### config.mk
export PLATFORM = sky130hd
export DESIGN_NAME = semaphore_wait_queue_table_unit
export DESIGN_NICKNAME = d
export VERILOG_FILES = /design/src/rtl/swqt_pkg.sv /design/src/rtl/semaphore_wait_queue_table_unit.sv
export SDC_FILE = /design/constraint.sdc
export NUM_CORES = 2
export LEC_CHECK = 0
export ABC_CLOCK_PERIOD_IN_PS = 5100
export BUFFER_PORTS_ARGS = -buffer_cell sky130_fd_sc_hd__buf_4
export CAP_MARGIN = 10
export CELL_PAD_IN_SITES_DETAIL_PLACEMENT = 1
export CELL_PAD_IN_SITES_GLOBAL_PLACEMENT = 1
export CORE_ASPECT_RATIO = 0.7
export CORE_MARGIN = 2
export CORE_UTILIZATION = 24
export DETAILED_ROUTE_END_ITERATION = 8
export PLACE_DENSITY = 0.5
export SLEW_MARGIN = 10
export SYNTH_ARGS = -nofsm -noshare
export SYNTH_HDL_FRONTEND = slang
export SYNTH_SLANG_ARGS = --single-unit
### constraint.sdc
create_clock -name clock -period 5.1 [get_ports clock]
set_input_delay 1.02 -clock clock [delete_from_list [all_inputs] [get_ports clock]]
set_output_delay 1.02 -clock clock [all_outputs]
set_load 0.005 [all_outputs]
### src/rtl/swqt_pkg.sv
// swqt_pkg: operation and status codes of the semaphore wait queue table
// no dependencies
`default_nettype none

package swqt_pkg;

   // operation codes of a request transaction
   typedef enum logic [1:0] {
      OP_INSERT = 2'd0,
      OP_REMOVE = 2'd1,
      OP_OUT    = 2'd2,
      OP_HEAD   = 2'd3
   } op_type;

   // status codes of a response transaction
   typedef enum logic [1:0] {
      ST_OK        = 2'd0,
      ST_NOT_FOUND = 2'd1,
      ST_FULL      = 2'd2
   } status_type;

endpackage : swqt_pkg

`default_nettype wire

### src/rtl/semaphore_wait_queue_table_unit.sv
// semaphore_wait_queue_table_unit: semaphore descriptor table with per-key
// process wait queues, held in synchronous memories; depends on swqt_pkg
//
// usage:
//   request channel (req_valid / req_stall) carries operation, sem_key and
//   proc_id; response channel (rsp_valid / rsp_stall) carries status and
//   result_proc. one response transaction per request transaction.
//   one request is worked on at a time; req_stall is high while busy.
// request processing:
//   insert and remove/peek by key run the key search, which reads one
//   descriptor key per cycle from the key memory and stops at the first
//   match; out by process takes its descriptor from the process entry;
//   rejected insert/out (bad or wrong-state process) skip the table.
// reset: synchronous; clears the descriptor active and process blocked
//   flags, so the table starts empty; memories are not cleared.
// receiver stall: the finished response is held in the output register;
//   a following result waits in its final state, with no table update,
//   until the output register is free.
`default_nettype none

module semaphore_wait_queue_table_unit
   import swqt_pkg::*;
#(
   parameter int MAX_PROCS = 32,
   parameter int KEY_WIDTH = 32
) (
   input  wire logic        clock,
   input  wire logic        reset,
   input  wire logic        req_valid,
   output      logic        req_stall,
   input  wire logic [1:0]  req_operation,
   input  wire logic [31:0] req_sem_key,
   input  wire logic [4:0]  req_proc_id,
   output      logic        rsp_valid,
   input  wire logic        rsp_stall,
   output      logic [1:0]  rsp_status,
   output      logic [4:0]  rsp_result_proc
);

   localparam int IW = $clog2(MAX_PROCS);
   localparam logic [IW-1:0] LAST = IW'(MAX_PROCS - 1);

   typedef enum logic [3:0] {
      S_IDLE, S_REJ, S_SCAN, S_FIN, S_PDI, S_PDIW, S_HTA, S_HTD, S_NPD
   } state_type;

   // control and registered outputs
   state_type               state_ff;
   op_type                  op_ff;
   logic [KEY_WIDTH-1:0]    key_ff;
   logic [IW-1:0]           p_ff;
   logic [IW-1:0]           d_ff;
   logic [IW-1:0]           h_ff;
   logic [IW-1:0]           t_ff;
   logic [IW-1:0]           px_ff;
   logic [IW-1:0]           cnt_ff;
   logic                    issue_done_ff;
   logic [IW-1:0]           cmp_idx_ff;
   logic                    cmp_vld_ff;
   logic                    free_fnd_ff;
   logic [IW-1:0]           free_idx_ff;
   logic [MAX_PROCS-1:0]    active_ff;
   logic [MAX_PROCS-1:0]    blocked_ff;
   logic                    rsp_valid_ff;
   status_type              rsp_status_ff;
   logic [4:0]              rsp_result_proc_ff;

   // memories and their registered read data
   logic [KEY_WIDTH-1:0]    key_mem [MAX_PROCS];
   logic [IW-1:0]           head_mem [MAX_PROCS];
   logic [IW-1:0]           tail_mem [MAX_PROCS];
   logic [IW-1:0]           next_mem [MAX_PROCS];
   logic [IW-1:0]           prev_mem [MAX_PROCS];
   logic [IW-1:0]           pdi_mem [MAX_PROCS];
   logic [KEY_WIDTH-1:0]    key_rd;
   logic [IW-1:0]           head_rd;
   logic [IW-1:0]           tail_rd;
   logic [IW-1:0]           next_rd;
   logic [IW-1:0]           prev_rd;
   logic [IW-1:0]           pdi_rd;

   // memory write ports
   logic                    key_we;
   logic [IW-1:0]           key_wa;
   logic                    head_we;
   logic [IW-1:0]           head_wa;
   logic [IW-1:0]           head_wd;
   logic                    tail_we;
   logic [IW-1:0]           tail_wa;
   logic [IW-1:0]           tail_wd;
   logic                    next_we;
   logic [IW-1:0]           next_wa;
   logic [IW-1:0]           next_wd;
   logic                    prev_we;
   logic [IW-1:0]           prev_wa;
   logic [IW-1:0]           prev_wd;
   logic                    pdi_we;
   logic [IW-1:0]           pdi_wa;
   logic [IW-1:0]           pdi_wd;
   logic [IW-1:0]           np_ra;

   logic                    req_acc;
   logic                    out_free;
   logic                    p_in_range;
   logic [IW-1:0]           p_in;
   logic                    cmp_hit;
   logic                    cmp_last;
   logic [IW-1:0]           px;
   logic                    at_head;
   logic                    at_tail;

   assign req_stall       = (state_ff != S_IDLE);
   assign req_acc         = req_valid && !req_stall;
   assign out_free        = !rsp_valid_ff || !rsp_stall;
   assign rsp_valid       = rsp_valid_ff;
   assign rsp_status      = rsp_status_ff;
   assign rsp_result_proc = rsp_result_proc_ff;

   assign p_in_range = ({27'd0, req_proc_id} < 32'(MAX_PROCS));
   assign p_in       = IW'(req_proc_id);

   // key compare stage of the search
   assign cmp_hit  = cmp_vld_ff && active_ff[cmp_idx_ff] && (key_rd == key_ff);
   assign cmp_last = cmp_vld_ff && (cmp_idx_ff == LAST);

   // process to unlink and its place in the queue
   assign px      = (op_ff == OP_REMOVE) ? head_rd : p_ff;
   assign at_head = (h_ff == px_ff);
   assign at_tail = (t_ff == px_ff);
   assign np_ra   = (state_ff == S_HTD) ? px : px_ff;

   // memory write control
   always_comb begin
      key_we  = 1'b0;
      key_wa  = free_idx_ff;
      head_we = 1'b0;
      head_wa = d_ff;
      head_wd = p_ff;
      tail_we = 1'b0;
      tail_wa = d_ff;
      tail_wd = p_ff;
      next_we = 1'b0;
      next_wa = tail_rd;
      next_wd = p_ff;
      prev_we = 1'b0;
      prev_wa = p_ff;
      prev_wd = tail_rd;
      pdi_we  = 1'b0;
      pdi_wa  = p_ff;
      pdi_wd  = d_ff;
      unique case (state_ff)
         S_FIN: begin
            // new descriptor holding a single process
            if (out_free && op_ff == OP_INSERT && free_fnd_ff) begin
               key_we  = 1'b1;
               head_we = 1'b1;
               head_wa = free_idx_ff;
               tail_we = 1'b1;
               tail_wa = free_idx_ff;
               pdi_we  = 1'b1;
               pdi_wd  = free_idx_ff;
            end
         end
         S_HTD: begin
            // append at the tail of an existing queue
            if (out_free && op_ff == OP_INSERT) begin
               next_we = 1'b1;
               prev_we = 1'b1;
               tail_we = 1'b1;
               pdi_we  = 1'b1;
            end
         end
         S_NPD: begin
            if (out_free) begin
               if (at_head && !at_tail) begin
                  head_we = 1'b1;
                  head_wd = next_rd;
               end else if (at_tail && !at_head) begin
                  tail_we = 1'b1;
                  tail_wd = prev_rd;
               end else if (!at_head && !at_tail) begin
                  next_we = 1'b1;
                  next_wa = prev_rd;
                  next_wd = next_rd;
                  prev_we = 1'b1;
                  prev_wa = next_rd;
                  prev_wd = prev_rd;
               end
            end
         end
         default: begin
         end
      endcase
   end

   // descriptor memories
   always_ff @(posedge clock) begin
      if (key_we) begin
         key_mem[key_wa] <= key_ff;
      end
      key_rd <= key_mem[cnt_ff];
   end

   always_ff @(posedge clock) begin
      if (head_we) begin
         head_mem[head_wa] <= head_wd;
      end
      head_rd <= head_mem[d_ff];
   end

   always_ff @(posedge clock) begin
      if (tail_we) begin
         tail_mem[tail_wa] <= tail_wd;
      end
      tail_rd <= tail_mem[d_ff];
   end

   // process link memories
   always_ff @(posedge clock) begin
      if (next_we) begin
         next_mem[next_wa] <= next_wd;
      end
      next_rd <= next_mem[np_ra];
   end

   always_ff @(posedge clock) begin
      if (prev_we) begin
         prev_mem[prev_wa] <= prev_wd;
      end
      prev_rd <= prev_mem[np_ra];
   end

   always_ff @(posedge clock) begin
      if (pdi_we) begin
         pdi_mem[pdi_wa] <= pdi_wd;
      end
      pdi_rd <= pdi_mem[p_ff];
   end

   // sequencer, flags and response register
   always_ff @(posedge clock) begin
      if (reset) begin
         state_ff      <= S_IDLE;
         active_ff     <= '0;
         blocked_ff    <= '0;
         rsp_valid_ff  <= 1'b0;
         cmp_vld_ff    <= 1'b0;
         issue_done_ff <= 1'b0;
         free_fnd_ff   <= 1'b0;
      end else begin
         if (rsp_valid_ff && !rsp_stall) begin
            rsp_valid_ff <= 1'b0;
         end
         unique case (state_ff)
            S_IDLE: begin
               if (req_acc) begin
                  op_ff         <= op_type'(req_operation);
                  key_ff        <= KEY_WIDTH'(req_sem_key);
                  p_ff          <= p_in;
                  cnt_ff        <= '0;
                  issue_done_ff <= 1'b0;
                  cmp_vld_ff    <= 1'b0;
                  free_fnd_ff   <= 1'b0;
                  case (op_type'(req_operation))
                     OP_INSERT: begin
                        if (p_in_range && !blocked_ff[p_in]) begin
                           state_ff <= S_SCAN;
                        end else begin
                           state_ff <= S_REJ;
                        end
                     end
                     OP_OUT: begin
                        if (p_in_range && blocked_ff[p_in]) begin
                           state_ff <= S_PDI;
                        end else begin
                           state_ff <= S_REJ;
                        end
                     end
                     default: begin
                        state_ff <= S_SCAN;
                     end
                  endcase
               end
            end
            S_REJ: begin
               if (out_free) begin
                  rsp_valid_ff       <= 1'b1;
                  rsp_status_ff      <= ST_NOT_FOUND;
                  rsp_result_proc_ff <= '0;
                  state_ff           <= S_IDLE;
               end
            end
            S_SCAN: begin
               // issue one key read per cycle
               cmp_idx_ff <= cnt_ff;
               cmp_vld_ff <= !issue_done_ff;
               if (cnt_ff == LAST) begin
                  issue_done_ff <= 1'b1;
               end else begin
                  cnt_ff <= cnt_ff + 1'b1;
               end
               // remember the lowest free descriptor
               if (cmp_vld_ff && !active_ff[cmp_idx_ff] && !free_fnd_ff) begin
                  free_fnd_ff <= 1'b1;
                  free_idx_ff <= cmp_idx_ff;
               end
               if (cmp_hit) begin
                  d_ff       <= cmp_idx_ff;
                  cmp_vld_ff <= 1'b0;
                  state_ff   <= S_HTA;
               end else if (cmp_last) begin
                  cmp_vld_ff <= 1'b0;
                  state_ff   <= S_FIN;
               end
            end
            S_FIN: begin
               // key not present
               if (out_free) begin
                  rsp_valid_ff       <= 1'b1;
                  rsp_result_proc_ff <= '0;
                  state_ff           <= S_IDLE;
                  if (op_ff != OP_INSERT) begin
                     rsp_status_ff <= ST_NOT_FOUND;
                  end else if (free_fnd_ff) begin
                     rsp_status_ff           <= ST_OK;
                     active_ff[free_idx_ff]  <= 1'b1;
                     blocked_ff[p_ff]        <= 1'b1;
                  end else begin
                     rsp_status_ff <= ST_FULL;
                  end
               end
            end
            S_PDI: begin
               state_ff <= S_PDIW;
            end
            S_PDIW: begin
               d_ff <= pdi_rd;
               if (active_ff[pdi_rd]) begin
                  state_ff <= S_HTA;
               end else begin
                  state_ff <= S_REJ;
               end
            end
            S_HTA: begin
               state_ff <= S_HTD;
            end
            S_HTD: begin
               h_ff  <= head_rd;
               t_ff  <= tail_rd;
               px_ff <= px;
               if (op_ff == OP_INSERT || op_ff == OP_HEAD) begin
                  if (out_free) begin
                     rsp_valid_ff  <= 1'b1;
                     rsp_status_ff <= ST_OK;
                     state_ff      <= S_IDLE;
                     if (op_ff == OP_INSERT) begin
                        rsp_result_proc_ff <= '0;
                        blocked_ff[p_ff]   <= 1'b1;
                     end else begin
                        rsp_result_proc_ff <= 5'(head_rd);
                     end
                  end
               end else begin
                  state_ff <= S_NPD;
               end
            end
            S_NPD: begin
               // unlink and report the process
               if (out_free) begin
                  rsp_valid_ff       <= 1'b1;
                  rsp_status_ff      <= ST_OK;
                  rsp_result_proc_ff <= 5'(px_ff);
                  blocked_ff[px_ff]  <= 1'b0;
                  if (at_head && at_tail) begin
                     active_ff[d_ff] <= 1'b0;
                  end
                  state_ff <= S_IDLE;
               end
            end
            default: begin
               state_ff <= S_IDLE;
            end
         endcase
      end
   end

   // a response only appears after work on a transaction
   a_rsp_after_work: assert property (@(posedge clock) disable iff (reset)
      $rose(rsp_valid_ff) |-> $past(state_ff != S_IDLE))
      else $error("response without a transaction in progress");

   // failed transactions report process zero
   a_fail_zero: assert property (@(posedge clock) disable iff (reset)
      (rsp_valid_ff && rsp_status_ff != ST_OK) |-> (rsp_result_proc_ff == 5'd0))
      else $error("nonzero process on failed transaction");

   // there are never more active descriptors than blocked processes
   a_active_count: assert property (@(posedge clock) disable iff (reset)
      $countones(active_ff) <= $countones(blocked_ff))
      else $error("more active descriptors than blocked processes");

   // a held response is not overwritten while stalled
   a_rsp_hold: assert property (@(posedge clock) disable iff (reset)
      (rsp_valid_ff && rsp_stall) |=> (rsp_valid_ff && $stable(rsp_status_ff)
         && $stable(rsp_result_proc_ff)))
      else $error("stalled response changed");

endmodule : semaphore_wait_queue_table_unit

`default_nettype wire

==> run metrics <==
longest individual stage delay on the worst path=840 ps; Die ar.=333000 um2; global placement routability congestion=0.771; DRC Markers=0; quantity of hold-fixing buffers added after cts=0; grt peak-use layer=met1; startpoint-to-endpoint class of the critical path=reg2reg; total of flip-flops plus latches after synthesis=2034; Total GRT Usage=0.126; Worst Hold Class=in2reg; clock buffers created by TritonCTS=215; CTS-repair resized insts=0; final-report hold violation count=0; total clock sinks=2034; worst clock skew=105 ps; sum of routed wire length over all layers=212 mm; max-slew violation count=0; Die Y-Extent=483 um; via count of the first global-routing pass=41100; data required time at the worst endpoint=5570 ps; average footprint of a synthesized cell=20.1 um2; leading post-synthesis cells by cell area=sky130_fd_sc_hd__edfxtp_1 73%, sky130_fd_sc_hd__mux4_2 14%, sky130_fd_sc_hd__dfxtp_1 3.3%; data arrival at the endpoint of the critical path=4660 ps; die width=689 um; maximum operating frequency=239 MHz; Max-slew headroom=0.0112; CP Max Fanout=33; power density relative to cell area=397 nW/um2; sequential element share of the synthesized area=0.759; Max-Cap Viols=0; unrepaired setup endpoints after global routing=no; P_leak=28.5 nW; fraction of synthesis flops using an asynchronous set or reset pin=0; Total Neg Setup Slack=0 ps; I/O Buffers=51; startpoint types=flip-flop; Netlist Area Pre-Place=78700 um2; number of enable flip-flop cells after synthesis=1905; count of H-tree levels built during CTS=4; leading area contributor after synthesis=sky130_fd_sc_hd__edfxtp_1; cell chosen for the clock root=sky130_fd_sc_hd__clkbuf_16; Crit. End Element=flip-flop; count of warnings emitted by yosys=0; cell breakdown of the critical path=xnor2_1 > nand4_1 > or4_1 > or4_1 > a21oi_1; number of setup violations in the final report=0; layout overhead on the synthesized area=16.7%; met2 Use GR=0.189; met3 demand-to-capacity share in global routing=0.0194; post-CTS setup-driven buffer insertion count=0; violation count after the first detailed-routing iteration=3189; post-layout minimum cycle time=4190 ps; Avg Vias per Cell=4.47; initial standard-cell utilization of the core=0.242; average detailed-routed wire length per instance=24.6 um; DR vias=38600; maximum number of pins on one net before global-route repair=91; DR pass1 iterations=5; number of antenna violations at the first check in global routing=12; share of layout cells above drive strength 1=0.253; Final period util=0.821; overflow left after global routing=0; wire length of the first global-routing pass=309 mm; Worst Slack Setup Final=911 ps; commonest cells in the netlist=1905 x sky130_fd_sc_hd__edfxtp_1, 476 x sky130_fd_sc_hd__mux4_2, 197 x sky130_fd_sc_hd__nor2_1; nets=4162; CTS clk-pin slew, worst paths=70 ps; ANT nets after route=0; share of Yosys cell area claimed by the top area cell type=0.727; transition at the pin with the smallest max-transition slack=1480 ps; DP Wirelength=138 mm; TritonCTS clock tree=yes; number of standard cells after synthesis=3908; maximum resistive drop on vdd=0.279 mV; floorplan core area=326000 um2; Placement Rows=175; status=complete, no violations; number of buffers on the longest clock path=4; post-place setup slack=928 ps; count of distinct cell types in the synthesized netlist=72; CP max stage cell=sky130_fd_sc_hd__edfxtp_1; met1 usage=0.190; top-count cell post-synth=sky130_fd_sc_hd__edfxtp_1; insertion delay to the later sink of the worst-skew pair=890 ps; dominant cell type by count on the critical path=sky130_fd_sc_hd__or4_1; Fill cells=33200; synthesized net count=3955; Most used DFF post-synth=sky130_fd_sc_hd__edfxtp_1; boundary pin count=52
## logic make-up (layout without fill, tap and decap cells)
group | Yosys count | count (layout) | share of synthesized area
AOI/OAI and AO/OA | 298 | 298 | 0.0234
xor gates and xnor gates | 45 | 45 | 0.00501
adders and majority gates | 4 | 4 | 0.000636
buffers and inverters | 249 | 626 | 0.0134
DFF | 2034 | 2034 | 0.759
muxes | 648 | 648 | 0.159
other | 0 | 3 | 0
and+or+nand+nor | 630 | 630 | 0.0391
## layer usage
layer	vias up	share of wire
met2	822	0.44
met3	283	0.043
met4	0	0.019
met1	21000	0.49
met5	-	0
li1	16500	-
## registers in the layout, indices dropped and copies added (netlist names), 32 cells and up
register    count
key_mem      1024
head_mem      160
next_mem      160
pdi_mem       160
prev_mem      160
tail_mem      160
active_ff      32
blocked_ff     32
key_ff         32
key_rd         32
## final cells by class
class | count | area, um2 | area share
Clock inverter | 126 | 1370 | 0.0149
Timing Repair Buffer | 172 | 1450 | 0.0158
Sequential cell | 2034 | 59800 | 0.651
Antenna cell | 3 | 7.51 | 0.0000817
Multi-Input combinational cell | 1625 | 17900 | 0.195
Tap cell | 4336 | 5430 | 0.0590
Clock buffer | 261 | 5670 | 0.0618
Inverter | 67 | 251 | 0.00274
## path summary, 6_finish.rpt
path / depth (start not counted) / start / end / slack, ps
worst max-delay path: 5 / key_ff[0] / d_ff[3] / 910
worst min-delay path: 1 / req_sem_key[23] / key_ff[23] / 300
worst max register to register: 5 / key_ff[0] / d_ff[3] / 910
worst min register to register: 0 / tail_rd[3] / t_ff[3] / 460
## per-stage QoR
| stage | utilization | total power [mW] | cell area (um2) | cells | hold slack, ps |
|---|---|---|---|---|---|
| 2_1_floorplan | - | 20.1 | 78700 | 3908 | 408 |
| 3_3_place_gp | 0.260 | 21.0 | 84800 | 8234 | 443 |
| 3_5_place_dp | 0.261 | 21.0 | 84800 | 8234 | 451 |
| 4_1_cts | 0.282 | 37.0 | 91900 | 8621 | 192 |
| 5_1_grt | 0.282 | 37.7 | 91900 | 8622 | 224 |
| 6_report | 0.282 | 36.5 | 91900 | 8624 | 296 |
## critical path, delay by kind of cell, from the launching register on
family | cells | cell delay [ps]
AO/OA/AOI/OAI | 1 | 460
XOR/XNOR | 1 | 700
flip-flops | 1 | 840
AND/OR/NAND/NOR | 3 | 1780
## layout by cell type, fill, tap and decap left out, drive strengths merged, types with 9 or more instances in the layout
cell type  Yosys  final
nor2         206    206
nor4          16     16
a211oi         9      9
nor2b         11     11
o22ai         49     49
nand3b        11     11
clkinv         0     87
edfxtp      1905   1905
nand3        103    103
mux4         476    476
xor2          16     16
nor3          19     19
bufinv         0     26
mux2          52     52
dfxtp        129    129
nand4         24     24
buf           88    172
and2          10     10
inv           67     76
mux2i        120    120
xnor2         29     29
nor3b         11     11
clkbuf        94    261
a21oi         75     75
a22oi         65     65
nand2        159    159
and3          27     27
o21ai         75     75
## power by group
part | total [mW] | switching, mW | internal [mW]
Sequential | 18.5 | 0.158 | 18.3
Clock | 15.9 | 6.70 | 9.23
Combinational | 2.07 | 1.18 | 0.887
Note: power is estimated with default switching activity, not from simulation.
